===== config.mk =====
export PLATFORM = sky130hd
export DESIGN_NAME = epoch_seconds_to_civil_date
export DESIGN_NICKNAME = d
export VERILOG_FILES = /design/src/sv/ecd_pkg.sv /design/src/sv/ecd_time_split.sv /design/src/sv/ecd_date_calc.sv /design/src/sv/epoch_seconds_to_civil_date.sv
export SDC_FILE = /design/constraint.sdc
export NUM_CORES = 2
export LEC_CHECK = 0
export BUFFER_PORTS_ARGS = -buffer_cell sky130_fd_sc_hd__buf_4
export CAP_MARGIN = 5
export CORE_ASPECT_RATIO = 1.75
export CORE_MARGIN = 1.5
export CORE_UTILIZATION = 40
export DETAILED_ROUTE_END_ITERATION = 8
export GPL_TIMING_DRIVEN = 1
export PLACE_DENSITY = 0.56
export SYNTH_ARGS = -nofsm -noshare
export SYNTH_HDL_FRONTEND = slang
export SYNTH_SLANG_ARGS = --single-unit
export TNS_END_PERCENT = 20

===== constraint.sdc =====
create_clock -name clk -period 12.5 [get_ports clk]
set_input_delay 2.5 -clock clk [delete_from_list [all_inputs] [get_ports clk]]
set_output_delay 2.5 -clock clk [all_outputs]
set_load 0.02 [all_outputs]

===== src/sv/ecd_pkg.sv =====
// ----------------------------------------------------------------------------
// ecd_pkg - shared types for the epoch-to-civil-date converter
// Holds the widths of the configuration field and the record handed from
// the time-splitting pipeline to the date pipeline.
// ----------------------------------------------------------------------------
package ecd_pkg;

    localparam int unsigned EPOCH_W  = 32;
    localparam int unsigned OFFSET_W = 5;
    localparam int unsigned DAYS_W   = 16;

    // Local time of day plus corrected day count, one record per transfer.
    typedef struct packed {
        logic [5:0]        sec;
        logic [5:0]        min;
        logic [4:0]        hour;
        logic [DAYS_W-1:0] days;     // days since 1970, plain-century fix applied
        logic              clamped;
    } ecd_time_t;

endpackage


===== src/sv/ecd_time_split.sv =====
// ----------------------------------------------------------------------------
// ecd_time_split - seconds to hour/minute/second and day count
// Five register stages: split by 3600 via reciprocal, apply the zone offset
// in hours with clamp, then split minutes/seconds and hours/days.
// ----------------------------------------------------------------------------
module ecd_time_split (
    input  logic                                clk,
    input  logic                                rst_n,
    input  logic                                advance,
    input  logic                                in_valid,
    input  logic [ecd_pkg::EPOCH_W-1:0]         epoch_seconds,
    input  logic signed [ecd_pkg::OFFSET_W-1:0] zone_offset,
    output logic                                out_valid,
    output ecd_pkg::ecd_time_t                  out_time
);

    // x/225 exact for x < 2**28
    localparam logic [28:0] RECIP_225 = 29'd305419897;
    // x/60 exact for x < 3600
    localparam logic [12:0] RECIP_60  = 13'd4370;
    // x/3 exact for x < 2**18
    localparam logic [18:0] RECIP_3   = 19'd349526;
    // first day index that lands after 2100-02-28
    localparam logic [15:0] CENTURY_SKIP_DAY = 16'(10957 + 36525 + 58 + 1);

    // valid pipe
    logic [4:0] valid_reg;
    logic [4:0] valid_next;

    // stage 1
    logic [56:0] s1_prod_reg, s1_prod_next;
    logic [27:0] s1_hi_reg;
    logic [3:0]  s1_lo_reg;
    logic signed [ecd_pkg::OFFSET_W-1:0] s1_off_reg;
    // stage 2
    logic [20:0] s2_hours_reg, s2_hours_next;
    logic [7:0]  s2_rem_reg, s2_rem_next;
    logic [3:0]  s2_lo_reg;
    logic signed [ecd_pkg::OFFSET_W-1:0] s2_off_reg;
    logic [27:0] s2_qx225;
    logic [27:0] s2_diff;
    // stage 3
    logic [11:0] s3_soh_reg, s3_soh_next;
    logic [20:0] s3_hours_reg, s3_hours_next;
    logic        s3_clamp_reg, s3_clamp_next;
    logic signed [21:0] s3_local;
    // stage 4
    logic [24:0] s4_pm_reg, s4_pm_next;
    logic [36:0] s4_pd_reg, s4_pd_next;
    logic [11:0] s4_soh_reg;
    logic [20:0] s4_hours_reg;
    logic        s4_clamp_reg;
    // stage 5
    ecd_pkg::ecd_time_t s5_time_reg, s5_time_next;
    logic [5:0]  s5_min;
    logic [15:0] s5_days;
    logic [11:0] s5_sec_full;
    logic [20:0] s5_hour_full;

    assign valid_next = {valid_reg[3:0], in_valid};

    always_ff @(posedge clk or negedge rst_n)
    begin
        if (!rst_n)
        begin
            valid_reg <= '0;
        end
        else if (advance)
        begin
            valid_reg <= valid_next;
        end
    end

    always_comb
    begin
        s1_prod_next = 57'(epoch_seconds[31:4]) * 57'(RECIP_225);

        s2_hours_next = s1_prod_reg[56:36];
        s2_qx225      = 28'(s2_hours_next) * 28'd225;
        s2_diff       = s1_hi_reg - s2_qx225;
        s2_rem_next   = s2_diff[7:0];

        // whole local hours; negative means before the epoch
        s3_local      = $signed({1'b0, s2_hours_reg}) + 22'(s2_off_reg);
        s3_clamp_next = s3_local[21];
        s3_hours_next = s3_clamp_next ? '0 : s3_local[20:0];
        s3_soh_next   = s3_clamp_next ? '0 : {s2_rem_reg, s2_lo_reg};

        s4_pm_next = 25'(s3_soh_reg) * 25'(RECIP_60);
        s4_pd_next = 37'(s3_hours_reg[20:3]) * 37'(RECIP_3);

        s5_min       = s4_pm_reg[23:18];
        s5_days      = s4_pd_reg[35:20];
        s5_sec_full  = s4_soh_reg - 12'(s5_min) * 12'd60;
        s5_hour_full = s4_hours_reg - 21'(s5_days) * 21'd24;

        s5_time_next.sec     = s5_sec_full[5:0];
        s5_time_next.min     = s5_min;
        s5_time_next.hour    = s5_hour_full[4:0];
        // days never reach 2200, so 2100 is the only plain century that needs the fix
        s5_time_next.days    = s5_days + 16'(s5_days >= CENTURY_SKIP_DAY);
        s5_time_next.clamped = s4_clamp_reg;
    end

    always_ff @(posedge clk)
    begin
        if (advance)
        begin
            s1_prod_reg  <= s1_prod_next;
            s1_hi_reg    <= epoch_seconds[31:4];
            s1_lo_reg    <= epoch_seconds[3:0];
            s1_off_reg   <= zone_offset;

            s2_hours_reg <= s2_hours_next;
            s2_rem_reg   <= s2_rem_next;
            s2_lo_reg    <= s1_lo_reg;
            s2_off_reg   <= s1_off_reg;

            s3_soh_reg   <= s3_soh_next;
            s3_hours_reg <= s3_hours_next;
            s3_clamp_reg <= s3_clamp_next;

            s4_pm_reg    <= s4_pm_next;
            s4_pd_reg    <= s4_pd_next;
            s4_soh_reg   <= s3_soh_reg;
            s4_hours_reg <= s3_hours_reg;
            s4_clamp_reg <= s3_clamp_reg;

            s5_time_reg  <= s5_time_next;
        end
    end

    assign out_valid = valid_reg[4];
    assign out_time  = s5_time_reg;

endmodule


===== src/sv/ecd_date_calc.sv =====
// ----------------------------------------------------------------------------
// ecd_date_calc - day count to year, month and day
// Three register stages: reciprocal split into 4-year cycles, year within
// the cycle, then month and day lookup; the last stage is the output.
// ----------------------------------------------------------------------------
module ecd_date_calc (
    input  logic               clk,
    input  logic               rst_n,
    input  logic               advance,
    input  logic               in_valid,
    input  ecd_pkg::ecd_time_t in_time,
    output logic               out_valid,
    output logic [5:0]         second_of_minute,
    output logic [5:0]         minute_of_hour,
    output logic [4:0]         hour_of_day,
    output logic [11:0]        calendar_year,
    output logic [3:0]         month_number,
    output logic [4:0]         day_of_month,
    output logic               clamped_flag
);

    // x/1461 exact for x < 2**16
    localparam logic [16:0] RECIP_1461 = 17'd91868;
    localparam logic [11:0] BASE_YEAR  = 12'd1970;

    // first day of month idx within the year
    function automatic logic [8:0] month_start(input logic [3:0] idx, input logic leap);
        logic [8:0] s;
        case (idx)
            4'd0:    s = 9'd0;
            4'd1:    s = 9'd31;
            4'd2:    s = 9'd59;
            4'd3:    s = 9'd90;
            4'd4:    s = 9'd120;
            4'd5:    s = 9'd151;
            4'd6:    s = 9'd181;
            4'd7:    s = 9'd212;
            4'd8:    s = 9'd243;
            4'd9:    s = 9'd273;
            4'd10:   s = 9'd304;
            4'd11:   s = 9'd334;
            default: s = 9'd0;
        endcase
        if (leap && (idx inside {[4'd2:4'd11]}))
        begin
            s = s + 9'd1;
        end
        return s;
    endfunction

    logic [2:0] valid_reg;
    logic [2:0] valid_next;

    // stage 6
    logic [32:0]        s6_prod_reg, s6_prod_next;
    ecd_pkg::ecd_time_t s6_time_reg;
    // stage 7
    logic [8:0]  s7_doy_reg, s7_doy_next;
    logic        s7_leap_reg, s7_leap_next;
    logic [11:0] s7_year_reg, s7_year_next;
    ecd_pkg::ecd_time_t s7_time_reg;
    logic [5:0]  s7_four;
    logic [15:0] s7_left_full;
    logic [10:0] s7_left;
    logic [1:0]  s7_y;
    logic [10:0] s7_doy_full;
    // stage 8
    logic [3:0]  s8_month_reg, s8_month_next;
    logic [4:0]  s8_day_reg, s8_day_next;
    logic [11:0] s8_year_reg;
    ecd_pkg::ecd_time_t s8_time_reg;
    logic [3:0]  s8_idx;
    logic [8:0]  s8_dom;

    assign valid_next = {valid_reg[1:0], in_valid};

    always_ff @(posedge clk or negedge rst_n)
    begin
        if (!rst_n)
        begin
            valid_reg <= '0;
        end
        else if (advance)
        begin
            valid_reg <= valid_next;
        end
    end

    always_comb
    begin
        s6_prod_next = 33'(in_time.days) * 33'(RECIP_1461);

        s7_four      = s6_prod_reg[32:27];
        s7_left_full = s6_time_reg.days - 16'(s7_four) * 16'd1461;
        s7_left      = s7_left_full[10:0];
        // cycle starts 1970: plain, plain, leap, plain
        if (s7_left < 11'd365)
        begin
            s7_y        = 2'd0;
            s7_doy_full = s7_left;
        end
        else if (s7_left < 11'd730)
        begin
            s7_y        = 2'd1;
            s7_doy_full = s7_left - 11'd365;
        end
        else if (s7_left < 11'd1096)
        begin
            s7_y        = 2'd2;
            s7_doy_full = s7_left - 11'd730;
        end
        else
        begin
            s7_y        = 2'd3;
            s7_doy_full = s7_left - 11'd1096;
        end
        s7_doy_next  = s7_doy_full[8:0];
        s7_leap_next = (s7_y == 2'd2);
        s7_year_next = BASE_YEAR + {4'd0, s7_four, 2'b00} + 12'(s7_y);

        // month index = number of later month starts already passed
        s8_idx = '0;
        for (int k = 1; k < 12; k++)
        begin
            s8_idx = s8_idx + 4'(s7_doy_reg >= month_start(4'(k), s7_leap_reg));
        end
        s8_dom        = s7_doy_reg - month_start(s8_idx, s7_leap_reg) + 9'd1;
        s8_month_next = s8_idx + 4'd1;
        s8_day_next   = s8_dom[4:0];
    end

    always_ff @(posedge clk)
    begin
        if (advance)
        begin
            s6_prod_reg  <= s6_prod_next;
            s6_time_reg  <= in_time;

            s7_doy_reg   <= s7_doy_next;
            s7_leap_reg  <= s7_leap_next;
            s7_year_reg  <= s7_year_next;
            s7_time_reg  <= s6_time_reg;

            s8_month_reg <= s8_month_next;
            s8_day_reg   <= s8_day_next;
            s8_year_reg  <= s7_year_reg;
            s8_time_reg  <= s7_time_reg;
        end
    end

    assign out_valid        = valid_reg[2];
    assign second_of_minute = s8_time_reg.sec;
    assign minute_of_hour   = s8_time_reg.min;
    assign hour_of_day      = s8_time_reg.hour;
    assign calendar_year    = s8_year_reg;
    assign month_number     = s8_month_reg;
    assign day_of_month     = s8_day_reg;
    assign clamped_flag     = s8_time_reg.clamped;

endmodule


===== src/sv/epoch_seconds_to_civil_date.sv =====
// ----------------------------------------------------------------------------
// epoch_seconds_to_civil_date - Unix seconds to local Gregorian date and time
// Adds a whole-hour zone offset to a 32-bit seconds count and returns
// second, minute, hour, year, month, day and a clamp flag.
// ----------------------------------------------------------------------------
// Usage
//   Input channel : in_valid / in_ready, payload epoch_seconds (unsigned).
//   Output channel: out_valid / out_ready, one result per input transfer,
//                   results leave in input order.
//   Config        : cfg_wr_en / cfg_wr_data load the signed zone offset in
//                   hours; write only while the pipe is empty. Reset value +8.
//   Throughput    : one transfer per cycle unless stalled; eight register
//                   stages, each with at most two constant-reciprocal multiplies.
//   Reset         : rst_n clears all stage valids and reloads offset +8.
//   Stall         : while out_valid is high and out_ready low the whole pipe
//                   freezes and in_ready drops; nothing is lost or repeated.
//   Before epoch  : a local time below zero reads as 1970-01-01 00:00:00
//                   with clamped_flag set.
// ----------------------------------------------------------------------------
module epoch_seconds_to_civil_date (
    input  logic                                clk,
    input  logic                                rst_n,
    // configuration
    input  logic                                cfg_wr_en,
    input  logic signed [ecd_pkg::OFFSET_W-1:0] cfg_wr_data,
    // input channel
    input  logic                                in_valid,
    output logic                                in_ready,
    input  logic [ecd_pkg::EPOCH_W-1:0]         epoch_seconds,
    // output channel
    output logic                                out_valid,
    input  logic                                out_ready,
    output logic [5:0]                          second_of_minute,
    output logic [5:0]                          minute_of_hour,
    output logic [4:0]                          hour_of_day,
    output logic [11:0]                         calendar_year,
    output logic [3:0]                          month_number,
    output logic [4:0]                          day_of_month,
    output logic                                clamped_flag
);

    localparam logic signed [ecd_pkg::OFFSET_W-1:0] OFFSET_RESET = 5'sd8;

    logic signed [ecd_pkg::OFFSET_W-1:0] zone_offset_reg;
    logic signed [ecd_pkg::OFFSET_W-1:0] zone_offset_next;

    logic               advance;
    logic               mid_valid;
    ecd_pkg::ecd_time_t mid_time;

    // Global stall: the pipe moves whenever the final stage is free or drains.
    assign advance  = !out_valid || out_ready;
    assign in_ready = advance;

    assign zone_offset_next = cfg_wr_en ? cfg_wr_data : zone_offset_reg;

    always_ff @(posedge clk or negedge rst_n)
    begin
        if (!rst_n)
        begin
            zone_offset_reg <= OFFSET_RESET;
        end
        else
        begin
            zone_offset_reg <= zone_offset_next;
        end
    end

    // Stages 1-5: split seconds, apply offset and clamp, derive day count.
    ecd_time_split u_time_split (
        .clk           (clk),
        .rst_n         (rst_n),
        .advance       (advance),
        .in_valid      (in_valid),
        .epoch_seconds (epoch_seconds),
        .zone_offset   (zone_offset_reg),
        .out_valid     (mid_valid),
        .out_time      (mid_time)
    );

    // Stages 6-8: 4-year cycle, year in cycle, month and day; stage 8 is
    // the output register.
    ecd_date_calc u_date_calc (
        .clk              (clk),
        .rst_n            (rst_n),
        .advance          (advance),
        .in_valid         (mid_valid),
        .in_time          (mid_time),
        .out_valid        (out_valid),
        .second_of_minute (second_of_minute),
        .minute_of_hour   (minute_of_hour),
        .hour_of_day      (hour_of_day),
        .calendar_year    (calendar_year),
        .month_number     (month_number),
        .day_of_month     (day_of_month),
        .clamped_flag     (clamped_flag)
    );

endmodule

==> results.json <==
{
  "outcome": "finished clean",
  "global_route.overflow_total": 0,
  "critical_path_most_common_cell": "fa_1",
  "gp_congestion": 0.9638,
  "grt_setup_unrepaired": "no",
  "detailedPlacementHpwl_um": 73140,
  "drt_iter0_drc": 683,
  "die_wd_um": 235.8,
  "synth.net_count": 4691,
  "tritoncts": "done",
  "finalWorstSetupSlack_ns": 3.598,
  "worstSetupStartpointType": "input port",
  "syn_avg_cell_area_um2": 11.30,
  "floorplan.initialDensity_pct": 40.28,
  "timing.max_cap.violations": 0,
  "htree_num_levels": 1,
  "largest_register_ffs": 34,
  "totalWireLength_um": 83440,
  "fp.dieArea_um2": 96740,
  "holdCritPathClass": "reg2reg",
  "final_hold_viol_count": 0,
  "yosys_most_used_dff": "edfxtp_1",
  "ys_seq_elements": 305,
  "critical_path.slowest_cell": "fa_1",
  "post_synth_arst_share_pct": 4.262,
  "final.period_utilization_pct": 71.21,
  "detail_route.drc_violations": 0,
  "site_row_count": 149,
  "layout-area-overhead-vs-synth_pct": 8.463,
  "finalSetupViolations": 0,
  "global_route_wire_length_before_repair_um": 134000,
  "critical_path.n_buffers_inverters": 5,
  "yosys_warnings": 0,
  "clk_latency_ns": 0.59,
  "cts.path.max_buffers": 3,
  "endpoint_kind": "flip-flop",
  "boundary_pin_count": 83,
  "critical_path_class": "in2reg",
  "finClkSkew_ns": 0.01958,
  "cts_hold_buffers": 0,
  "final_max_slew_viol_count": 0,
  "portBuffers": 82,
  "final_nets": 4798,
  "core_region_area_um2": 94150,
  "final_cell_mix": "inv_1, ha_1, fa_1, edfxtp_1, a21oi_1",
  "synth_area_um2": 37920,
  "gr-usage-all-layers_pct": 17.96,
  "period_needed_ns": 8.902,
  "ff2ff_setup_slack_ns": 5.03,
  "cts_made_buffers": 29,
  "crit_chain": "buf_4 -> inv_1 -> fa_1 -> inv_1 -> fa_1 -> inv_1 -> fa_1 -> fa_1 -> fa_1 -> inv_1 -> fa_1 -> fa_1 -> ha_1 -> nand4_1 -> nor3_1 -> a32oi_1 -> a31o_2 -> a21oi_2 -> a211oi_2 -> o31ai_2 -> o21ai_0 -> a211oi_1 -> xnor2_1",
  "critical_path_peak_fanout": 8,
  "final_core_utilization_pct": 43.69,
  "layout-drive-gt1-share_pct": 5.164,
  "cp_top_family": "adder cells",
  "drt-pass1-iter-count": 5,
  "fillCellCount": 8942,
  "worst-slew-pin-transition_ns": 0.9677,
  "synth_edf_count": 292,
  "per_cell_routed_wire_length_um": 17.77,
  "fmaxAchievable_ghz": 0.1123,
  "number_of_global_route_vias_before_repair": 25560,
  "cts-root-buf": "clkbuf_16",
  "preCtsSetupSlack_ns": 2.974,
  "postCtsSetupBuffers": 0,
  "antenna_found_initial": 2,
  "synth_cell_types": 76,
  "vias_per_cell": 4.878,
  "clock_sink_count": 305,
  "cp.arrival_ns": 9.23,
  "largest_net_degree_at_the_start_of_global_routing": 81,
  "die_h_um": 410.3,
  "post_cts_resized": 0,
  "ys_seq_area_share_pct": 23.98,
  "final.setup.tns_ns": 0,
  "vias": 22900,
  "cp.required_ns": 12.83,
  "netlist_instances": 3356,
  "hold-worst-slack_ns": 0.4098,
  "path_clk_slew_ns": 0.07,
  "diodes": 0,
  "drt.antenna.violating_nets": 0,
  "max_stage_delay_ns": 0.59,
  "slew_headroom_pct": 35.48,
  "mostFrequentLayoutCell": "inv_1"
}
cells in the mapped netlist (3+ instances only):
cell type | instances | area share [%]
a2111o_1 | 3 | 0.089
a211o_1 | 4 | 0.092
a211oi_1 | 16 | 0.32
a21boi_0 | 6 | 0.12
a21o_1 | 48 | 0.95
a21oi_1 | 109 | 1.4
a31o_2 | 3 | 0.069
a31oi_1 | 8 | 0.13
and2_1 | 10 | 0.16
and3_1 | 13 | 0.21
and4_1 | 4 | 0.092
clkbuf_1 | 10 | 0.099
dfrtp_1 | 12 | 0.79
edfxtp_1 | 292 | 23
fa_1 | 514 | 27
ha_1 | 779 | 26
inv_1 | 922 | 9.1
mux2_2 | 14 | 0.42
mux2i_1 | 6 | 0.16
nand2_1 | 66 | 0.65
nand2b_1 | 13 | 0.21
nand3_1 | 34 | 0.45
nand4_1 | 13 | 0.21
nor2_1 | 96 | 0.95
nor2b_1 | 31 | 0.51
nor3_1 | 34 | 0.45
o211ai_1 | 10 | 0.20
o21a_1 | 17 | 0.34
o21ai_0 | 43 | 0.57
o21bai_1 | 17 | 0.34
o22ai_1 | 3 | 0.049
o32ai_1 | 3 | 0.069
o41ai_1 | 3 | 0.069
or2_2 | 7 | 0.12
or3_1 | 8 | 0.13
xnor2_1 | 96 | 2.2
xor2_1 | 42 | 0.97
cell families after synthesis:
logic type	count (synthesis)	share of synthesized area [%]
adders and majority gates	1293	52.83
buffers and inverters	935	9.268
and+or+nand+nor	337	4.362
AOI/OAI and AO/OA	328	5.794
DFF	305	23.98
xor gates and xnor gates	138	3.187
muxes	20	0.5741
layout make-up:
class / count / area [µm²] / area share (%)
inverter: 923 / 3465 / 8.423
tap: 1208 / 1511 / 3.675
clock buffer: 34 / 774.5 / 1.883
multi-input combinational: 2116 / 25330 / 61.58
timing repair buffer: 88 / 660.6 / 1.606
clock inverter: 20 / 297.8 / 0.7240
sequential: 305 / 9095 / 22.11
layer usage:
layer	up-vias	routed length (µm)	global-route usage (%)
li1	11060	-	-
met1	11370	28600	17.12
met2	305	49200	37.97
met3	157	1433	1.311
met4	4	4177	7.976
met5	-	23	0
path summary, 6_finish.rpt:
check                                              start                            to  depth (start not counted)
worst min register to register  u_time_split.out_time[0]    u_date_calc.s6_time_reg[0]                          0
worst min-delay path            u_time_split.out_time[0]    u_date_calc.s6_time_reg[0]                          0
worst max register to register   u_date_calc.s7_leap_reg   u_date_calc.day_of_month[4]                         28
max in group asynchronous                          rst_n            zone_offset_reg[3]                          1
min in group asynchronous                          rst_n            zone_offset_reg[0]                          1
worst max-delay path                   epoch_seconds[29]  u_time_split.s1_prod_reg[56]                         23
per-stage QoR:
stage          instances  area [µm²]
2_1_floorplan       3356       37930
3_3_place_gp        4640       40060
3_5_place_dp        4640       40060
4_1_cts             4694       41130
5_1_grt             4694       41130
6_report            4694       41130
Power is left out: the tool's default activity adds up to more than one toggle a clock period on the data nets, which glitch-free logic cannot reach.
